`config.mk`:
```
export PLATFORM = sky130hd
export DESIGN_NAME = crc16_telemetry_frame_packer_flat
export DESIGN_NICKNAME = d
export VERILOG_FILES = /design/src/sv/ctfp_pkg.sv /design/src/sv/ctfp_if.sv /design/src/sv/crc16_telemetry_frame_packer.sv /design/src/sv/ctfp_front.sv /design/src/sv/ctfp_back.sv /design/src/flat_wrapper.sv
export SDC_FILE = /design/constraint.sdc
export NUM_CORES = 1
export LEC_CHECK = 0
export BUFFER_PORTS_ARGS = -buffer_cell sky130_fd_sc_hd__buf_2
export CAP_MARGIN = 25
export CORE_MARGIN = 2
export CORE_UTILIZATION = 59
export CTS_CLUSTER_SIZE = 14
export DETAILED_ROUTE_END_ITERATION = 8
export HOLD_SLACK_MARGIN = 0.12
export PLACE_DENSITY = 0.88
export SLEW_MARGIN = 30
export SYNTH_ARGS = -nofsm -noshare
export SYNTH_HDL_FRONTEND = slang
export SYNTH_SLANG_ARGS = --single-unit
```
`constraint.sdc`:
```
create_clock -name i_clk -period 6.28 [get_ports i_clk]
set_clock_uncertainty 0.05 [all_clocks]
set_input_delay 0.942 -clock i_clk [delete_from_list [all_inputs] [get_ports i_clk]]
set_output_delay 0.942 -clock i_clk [all_outputs]
set_load 0.05 [all_outputs]
```
`src/sv/ctfp_pkg.sv`:
```
package ctfp_pkg;

    localparam int IN_FIELDS        = 4;
    localparam int CHAN_W           = 16;
    localparam int BYTE_W           = 8;
    localparam int NUM_CHANNELS_DEF = 4;
    localparam int MIN_CHANNELS     = 1;
    localparam int MAX_CHANNELS     = 8;
    localparam int QUEUE_DEPTH      = 2;
    localparam int PTR_W            = (QUEUE_DEPTH > 1) ? $clog2(QUEUE_DEPTH) : 1;
    localparam int CNT_W            = $clog2(QUEUE_DEPTH + 1);

    localparam logic [CHAN_W-1:0] CRC_INIT = 16'hFFFF;
    localparam logic [CHAN_W-1:0] CRC_POLY = 16'hA001;

    typedef logic signed [CHAN_W-1:0] t_chan;
    typedef logic [BYTE_W-1:0]        t_byte;

    // channel count held to the supported range
    function automatic int clamp_channels(input int n);
        if (n < MIN_CHANNELS) begin
            return MIN_CHANNELS;
        end
        if (n > MAX_CHANNELS) begin
            return MAX_CHANNELS;
        end
        return n;
    endfunction

    // one byte of crc-16/modbus, reflected, lsb first
    function automatic logic [CHAN_W-1:0] crc_byte(input logic [CHAN_W-1:0] crc,
                                                   input t_byte b);
        logic [CHAN_W-1:0] c;
        c = crc ^ {{(CHAN_W-BYTE_W){1'b0}}, b};
        for (int k = 0; k < BYTE_W; k++) begin
            if (c[0]) begin
                c = (c >> 1) ^ CRC_POLY;
            end else begin
                c = c >> 1;
            end
        end
        return c;
    endfunction

endpackage

```
`src/sv/ctfp_if.sv`:
```
interface ctfp_req_if;
    logic            valid;
    logic            ready;
    ctfp_pkg::t_chan channel_zero;
    ctfp_pkg::t_chan channel_one;
    ctfp_pkg::t_chan channel_two;
    ctfp_pkg::t_chan channel_three;

    modport source (output valid, channel_zero, channel_one, channel_two, channel_three,
                    input ready);
    modport sink   (input valid, channel_zero, channel_one, channel_two, channel_three,
                    output ready);
endinterface

interface ctfp_byte_if;
    logic            valid;
    logic            ready;
    ctfp_pkg::t_byte frame_byte;
    logic            last_byte;

    modport source (output valid, frame_byte, last_byte, input ready);
    modport sink   (input valid, frame_byte, last_byte, output ready);
endinterface

```
`src/sv/crc16_telemetry_frame_packer.sv`:
```
// telemetry frame packer with crc-16/modbus trailer
//
// i_req is the request channel: one beat carries four signed 16-bit channel
// values. o_byte is the byte channel: each request yields 2*NUM_CHANNELS+2
// beats (ten at the default), every channel low byte then high byte, then
// the crc low and high byte; last_byte marks the crc high byte.
// channels past the fourth input are sent as zero, unused inputs are dropped
//
// the front stage packs each request into a two-entry queue; the back stage
// pops one frame, shifts out one byte a cycle and folds data bytes into the crc
// path: a request beat goes through the queue, the serialiser registers and
// then the output register; throughput is one byte a cycle while the receiver
// holds ready high, set by the single byte-wide output register
// a request is taken while the back stage is still sending the previous frame
//
// reset (synchronous, active low) empties the queue and drops any frame in
// flight. when the receiver holds ready low the output beat holds, the back
// stage stops and the queue fills; i_req.ready falls once two requests wait
module crc16_telemetry_frame_packer #(
    parameter int NUM_CHANNELS = ctfp_pkg::NUM_CHANNELS_DEF
) (
    input  logic         i_clk,
    input  logic         i_rst_n,
    ctfp_req_if.sink     i_req,
    ctfp_byte_if.source  o_byte
);

    // channel count actually used: below one counts as one, above eight as eight
    localparam int CH_N = ctfp_pkg::clamp_channels(NUM_CHANNELS);

    // queue between the two stages, one word per pending frame
    logic                             w_q_valid;
    logic                             w_q_ready;
    logic [CH_N*ctfp_pkg::CHAN_W-1:0] w_q_data;

    // front: request acceptance and channel packing
    ctfp_front #(
        .NUM_CHANNELS (CH_N)
    ) u_front (
        .i_clk     (i_clk),
        .i_rst_n   (i_rst_n),
        .i_req     (i_req),
        .o_q_valid (w_q_valid),
        .o_q_data  (w_q_data),
        .i_q_ready (w_q_ready)
    );

    // back: byte serialiser, crc and output register
    ctfp_back #(
        .NUM_CHANNELS (CH_N)
    ) u_back (
        .i_clk     (i_clk),
        .i_rst_n   (i_rst_n),
        .i_q_valid (w_q_valid),
        .i_q_data  (w_q_data),
        .o_q_ready (w_q_ready),
        .o_byte    (o_byte)
    );

endmodule

```
`src/sv/ctfp_front.sv`:
```
module ctfp_front #(
    parameter int NUM_CHANNELS = ctfp_pkg::NUM_CHANNELS_DEF
) (
    input  logic                                   i_clk,
    input  logic                                   i_rst_n,
    ctfp_req_if.sink                               i_req,
    output logic                                   o_q_valid,
    output logic [NUM_CHANNELS*ctfp_pkg::CHAN_W-1:0] o_q_data,
    input  logic                                   i_q_ready
);

    localparam int DATA_W = NUM_CHANNELS * ctfp_pkg::CHAN_W;

    logic [ctfp_pkg::IN_FIELDS-1:0][ctfp_pkg::CHAN_W-1:0] w_in;
    logic [DATA_W-1:0] w_word;

    logic [DATA_W-1:0]          r_mem [ctfp_pkg::QUEUE_DEPTH];
    logic [ctfp_pkg::PTR_W-1:0] r_wr_ptr, n_wr_ptr;
    logic [ctfp_pkg::PTR_W-1:0] r_rd_ptr, n_rd_ptr;
    logic [ctfp_pkg::CNT_W-1:0] r_count, n_count;
    logic                       w_push, w_pop;

    assign w_in = {i_req.channel_three, i_req.channel_two,
                   i_req.channel_one, i_req.channel_zero};

    // pack channels, zero beyond the input fields
    for (genvar g = 0; g < NUM_CHANNELS; g++) begin : g_chan
        if (g < ctfp_pkg::IN_FIELDS) begin : g_used
            assign w_word[g*ctfp_pkg::CHAN_W +: ctfp_pkg::CHAN_W] = w_in[g];
        end else begin : g_pad
            assign w_word[g*ctfp_pkg::CHAN_W +: ctfp_pkg::CHAN_W] = '0;
        end
    end

    assign i_req.ready = (r_count != ctfp_pkg::CNT_W'(ctfp_pkg::QUEUE_DEPTH));
    assign o_q_valid   = (r_count != '0);
    assign o_q_data    = r_mem[r_rd_ptr];
    assign w_push      = i_req.valid && i_req.ready;
    assign w_pop       = o_q_valid && i_q_ready;

    always_comb begin
        n_wr_ptr = r_wr_ptr;
        n_rd_ptr = r_rd_ptr;
        n_count  = r_count;
        if (w_push) begin
            n_wr_ptr = (r_wr_ptr == ctfp_pkg::PTR_W'(ctfp_pkg::QUEUE_DEPTH - 1)) ?
                       '0 : r_wr_ptr + 1'b1;
        end
        if (w_pop) begin
            n_rd_ptr = (r_rd_ptr == ctfp_pkg::PTR_W'(ctfp_pkg::QUEUE_DEPTH - 1)) ?
                       '0 : r_rd_ptr + 1'b1;
        end
        if (w_push && !w_pop) begin
            n_count = r_count + 1'b1;
        end else if (w_pop && !w_push) begin
            n_count = r_count - 1'b1;
        end
    end

    always_ff @(posedge i_clk) begin
        if (!i_rst_n) begin
            r_wr_ptr <= '0;
            r_rd_ptr <= '0;
            r_count  <= '0;
        end else begin
            r_wr_ptr <= n_wr_ptr;
            r_rd_ptr <= n_rd_ptr;
            r_count  <= n_count;
        end
    end

    always_ff @(posedge i_clk) begin
        if (w_push) begin
            r_mem[r_wr_ptr] <= w_word;
        end
    end

endmodule

```
`src/sv/ctfp_back.sv`:
```
module ctfp_back #(
    parameter int NUM_CHANNELS = ctfp_pkg::NUM_CHANNELS_DEF
) (
    input  logic                                   i_clk,
    input  logic                                   i_rst_n,
    input  logic                                   i_q_valid,
    input  logic [NUM_CHANNELS*ctfp_pkg::CHAN_W-1:0] i_q_data,
    output logic                                   o_q_ready,
    ctfp_byte_if.source                            o_byte
);

    localparam int DATA_W    = NUM_CHANNELS * ctfp_pkg::CHAN_W;
    localparam int DATA_LEN  = 2 * NUM_CHANNELS;
    localparam int FRAME_LEN = DATA_LEN + 2;
    localparam int IDX_W     = $clog2(FRAME_LEN);

    logic                      r_busy, n_busy;
    logic [IDX_W-1:0]          r_idx, n_idx;
    logic [DATA_W-1:0]         r_data, n_data;
    logic [ctfp_pkg::CHAN_W-1:0] r_crc, n_crc;
    logic                      r_ov, n_ov;
    ctfp_pkg::t_byte           r_ob, n_ob;
    logic                      r_ol, n_ol;

    logic            w_adv, w_is_data, w_is_last, w_load, w_out_free;
    ctfp_pkg::t_byte w_byte;

    assign w_out_free = !r_ov || o_byte.ready;
    assign w_adv      = r_busy && w_out_free;
    assign w_is_data  = (r_idx < IDX_W'(DATA_LEN));
    assign w_is_last  = (r_idx == IDX_W'(FRAME_LEN - 1));
    assign o_q_ready  = !r_busy || (w_adv && w_is_last);
    assign w_load     = i_q_valid && o_q_ready;

    always_comb begin
        if (w_is_data) begin
            w_byte = r_data[ctfp_pkg::BYTE_W-1:0];
        end else if (r_idx == IDX_W'(DATA_LEN)) begin
            w_byte = r_crc[ctfp_pkg::BYTE_W-1:0];
        end else begin
            w_byte = r_crc[ctfp_pkg::CHAN_W-1:ctfp_pkg::BYTE_W];
        end
    end

    always_comb begin
        n_busy = r_busy;
        n_idx  = r_idx;
        n_data = r_data;
        n_crc  = r_crc;
        n_ov   = r_ov;
        n_ob   = r_ob;
        n_ol   = r_ol;
        if (w_adv) begin
            n_idx  = r_idx + 1'b1;
            n_data = {{ctfp_pkg::BYTE_W{1'b0}}, r_data[DATA_W-1:ctfp_pkg::BYTE_W]};
            if (w_is_data) begin
                n_crc = ctfp_pkg::crc_byte(r_crc, w_byte);
            end
            if (w_is_last) begin
                n_busy = 1'b0;
            end
        end
        if (w_load) begin
            n_busy = 1'b1;
            n_idx  = '0;
            n_data = i_q_data;
            n_crc  = ctfp_pkg::CRC_INIT;
        end
        if (w_out_free) begin
            n_ov = w_adv;
            n_ob = w_byte;
            n_ol = w_is_last;
        end
    end

    always_ff @(posedge i_clk) begin
        if (!i_rst_n) begin
            r_busy <= 1'b0;
            r_idx  <= '0;
            r_ov   <= 1'b0;
        end else begin
            r_busy <= n_busy;
            r_idx  <= n_idx;
            r_ov   <= n_ov;
        end
    end

    always_ff @(posedge i_clk) begin
        r_data <= n_data;
        r_crc  <= n_crc;
        r_ob   <= n_ob;
        r_ol   <= n_ol;
    end

    assign o_byte.valid      = r_ov;
    assign o_byte.frame_byte = r_ob;
    assign o_byte.last_byte  = r_ol;

endmodule

```
`src/flat_wrapper.sv`:
```
// flat-port wrapper written by rule: the top's interface ports become plain ports
module crc16_telemetry_frame_packer_flat 
#(
    parameter int NUM_CHANNELS = ctfp_pkg::NUM_CHANNELS_DEF
)
  (i_clk, i_rst_n, i_req_valid, i_req_channel_zero, i_req_channel_one, i_req_channel_two, i_req_channel_three, i_req_ready, o_byte_valid, o_byte_frame_byte, o_byte_last_byte, o_byte_ready);
  ctfp_req_if i_req_i ();
  ctfp_byte_if o_byte_i ();
  input  logic i_clk;
  input  logic i_rst_n;
  input wire logic [$bits(i_req_i.valid)-1:0] i_req_valid;
  input wire logic [$bits(i_req_i.channel_zero)-1:0] i_req_channel_zero;
  input wire logic [$bits(i_req_i.channel_one)-1:0] i_req_channel_one;
  input wire logic [$bits(i_req_i.channel_two)-1:0] i_req_channel_two;
  input wire logic [$bits(i_req_i.channel_three)-1:0] i_req_channel_three;
  output wire logic [$bits(i_req_i.ready)-1:0] i_req_ready;
  output wire logic [$bits(o_byte_i.valid)-1:0] o_byte_valid;
  output wire logic [$bits(o_byte_i.frame_byte)-1:0] o_byte_frame_byte;
  output wire logic [$bits(o_byte_i.last_byte)-1:0] o_byte_last_byte;
  input wire logic [$bits(o_byte_i.ready)-1:0] o_byte_ready;
  assign i_req_i.valid = i_req_valid;
  assign i_req_i.channel_zero = i_req_channel_zero;
  assign i_req_i.channel_one = i_req_channel_one;
  assign i_req_i.channel_two = i_req_channel_two;
  assign i_req_i.channel_three = i_req_channel_three;
  assign i_req_ready = i_req_i.ready;
  assign o_byte_valid = o_byte_i.valid;
  assign o_byte_frame_byte = o_byte_i.frame_byte;
  assign o_byte_last_byte = o_byte_i.last_byte;
  assign o_byte_i.ready = o_byte_ready;
  crc16_telemetry_frame_packer #(.NUM_CHANNELS(NUM_CHANNELS)) u_core (.i_clk(i_clk), .i_rst_n(i_rst_n), .i_req(i_req_i), .o_byte(o_byte_i));
endmodule
```
==> run metrics <==
Final Wtd Congestion=0.791; vias per inst=5.64; cts hold-fix bufs=0; FF/Latch Area=approximately 0.0066 sq mm; FMAX=roughly 310 MHz; Gate power share=0.310; CP Max Fanout=100; startpoint types=flip-flop; row count=45; switching power total=0.00180 W; register area share after synthesis=0.730; Hold WC Path Type=reg2reg; Final Hold Viols=0; cell-internal power=0.00354 W; drt first pass iters=5; cts bufs inserted=22; clock-pin slew on the worst setup and hold paths=0.06 ns; Mapped Area=about 0.009 sq mm; root buf cell=clkbuf_16; Crit Path Class=reg2reg; pwr/cell area=522 mW/mm^2; syn avg cell area=14.2 sq um; Post-CTS Resized=0; # Post-CTS Setup Buffers=0; Final Non-Filler Cells=910; maximum vdd drop=0.000290 V; max-slew violations=0; io pins=a little under 80; Period Utilization, post-route=0.508; Final setup viols=0; Post-route DRC=0; Fin Setup TNS=0 ns; Max Cap Viol=0; Die Wd=128 um; Sequential Power Share=0.469; worst slew pin tran=0.913 ns; initial core utilization=0.597; critical path arrival=3.35 ns; sw frac=0.338; leakage power=3.77 nW; EDFF count, synth=approximately 200; Placed Cells=~870; Area contributors post-synth=edfxtp_1 67%, mux2i_1 7.1%, dfxtp_1 6.0%, nand2_1 4.2%, o21ai_0 3.4%; largest net degree at the start of global routing=around 100; hpwl dp=9.99 mm; status=complete, no violations; Tmin final=3.19 ns; Synth cell types=44; Reg2Reg Setup Slack=3.09 ns; clock sink count=between 200 and 250; core area=around 0.015 sq mm; 1st-iter DRT viols=486; WP data required=between 6 and 7 ns; CTS tree=done; routed via count=5134; synthesized flop and latch total=228; crit end category=flip-flop; area delta synth->final=13.5%; top-area cell type share of the netlist area=0.670; initial antenna violation count=0; layout cells sized above 1=0.165; total gr overflow=0; Antenna Diode Count=0; Yosys Warn Count=0; chip height=128 um; RSZ-0062 raised after global routing=no; I/O Buffers=78; Slew HR=0.392; drt total wl=between 15 and 20 mm; Worst-Skew Late Latency=0.50 ns; Max clock buf depth=3; Clk pwr share=0.220; Post-Syn Instances=633; Die Area=0.0163 sq mm; Synth area leader=edfxtp_1; WL/cell=18.0 um; first-pass GRT wire length=25.8 mm; post-route ant nets=0; Global Route Usage Sum=0.202; nets=780; Filler cells=around 1000; syn nets=705; area taken by multi-input logic gates=0.00231 sq mm; fraction of registers with async set/reset=0; Synth Flop Type=edfxtp_1; CTS H-tree lvls=1; vias in the first global route=around 5300
## cell type report
cell class,instances,share of cell area
timing repair buffer,83,0.0438
clock buffer,27,0.0577
inverter,7,0.00257
tap,188,0.0230
multi-input combinational,366,0.225
sequential,228,0.643
clock inverter,11,0.00440
## metal layers
layer  vias to the layer above  global-route usage  part of all wire
li1                       2475                   -                 -
met1                      2486               0.247              0.41
met2                       144               0.366              0.52
met3                        29              0.0356             0.046
met4                         0              0.0672             0.025
met5                         -                   0                 0
## logic make-up after synthesis
group / count (synthesis) / share of synthesized area
xor gates and xnor gates: 24 / 0.0248
and+or+nand+nor: 170 / 0.0815
adders and majority gates: 4 / 0.00555
buffers and inverters: 39 / 0.0175
DFF: 228 / 0.730
AOI/OAI and AO/OA: 104 / 0.0700
muxes: 64 / 0.0711
## power by group through the flow
stage / Combinational [W] / Clock (W) / Sequential, W
after global placement: 0.00152 / 0 / 0.00254
final: 0.00166 / 0.00118 / 0.00251
after floorplan: 0.00119 / 0 / 0.00257
after CTS: 0.00166 / 0.00119 / 0.00251
after detailed placement: 0.00164 / 0 / 0.00253
after global routing: 0.00184 / 0.00125 / 0.00255
## placed cells by master (no fill, tap or decap), types with 4 or more instances in the layout
master     instances
a31oi_1            8
and2_1            11
buf_2             78
buf_4              4
clkbuf_1           4
clkbuf_16         23
clkinv_1           9
dfxtp_1           25
edfxtp_1         201
ha_1               4
inv_1              6
mux2i_1           64
nand2_1           99
nand3_1            7
nor2_1            31
nor2b_1            5
o211ai_1          12
o21ai_0           62
xnor2_1           13
xor2_1            10
## registers in the layout, indices dropped and copies added (netlist names), named ones only
register	cells
u_core.u_back.o_byte.frame_byte	8
u_core.u_back.o_byte.last_byte	1
u_core.u_back.o_byte.valid	1
u_core.u_back.r_busy	1
u_core.u_back.r_crc	16
u_core.u_back.r_data	64
u_core.u_back.r_idx	4
u_core.u_front.r_count	2
u_core.u_front.r_mem	128
u_core.u_front.r_rd_ptr	1
u_core.u_front.r_wr_ptr	1
## worst max-delay path: stages, from the launching register on
cell and delay [ns]:
dfxtp_2 0.69, clkinv_1 0.46, nor3b_1 0.39, nand2_1 0.09
nand2_1 0.15, nand2_4 0.23, buf_4 0.46, nand2_1 0.18
o21ai_0 0.11
## synth_stat cells (all sizes together), types with 3 or more instances
cell / instances
nor2: 32
and3: 3
a211oi: 4
o21ai: 62
o211a: 3
dfxtp: 27
nand2: 100
edfxtp: 201
xnor2: 13
and2: 11
nand3: 7
a21oi: 4
o211ai: 12
a31oi: 8
nor3: 3
clkbuf: 25
nor2b: 5
buf: 7
mux2i: 64
ha: 4
inv: 6
xor2: 10
## path summary, 6_finish.rpt
path / start / depth (start not counted) / to
hold reg to reg: u_core.u_back.r_crc[1] / 2 / u_core.u_back.r_crc[1]
hold / removal: u_core.u_back.r_crc[1] / 2 / u_core.u_back.r_crc[1]
setup / recovery: u_core.u_back.r_idx[3] / 8 / u_core.u_back.r_data[36]
setup reg to reg: u_core.u_back.r_idx[3] / 8 / u_core.u_back.r_data[36]
## per-stage QoR
step	power, W	area (sq um)	setup slack (ns)	utilization	hold slack (ns)
after global routing	0.00564	10200	2.87	0.678	0.491
final	0.00534	10200	3.09	0.678	0.468
after detailed placement	0.00417	9600	2.69	0.636	0.459
after floorplan	0.00376	9010	1.59	-	0.420
after global placement	0.00406	9570	2.78	0.634	0.432
after CTS	0.00537	10200	2.68	0.678	0.467
(Power assumes the default switching activity.)
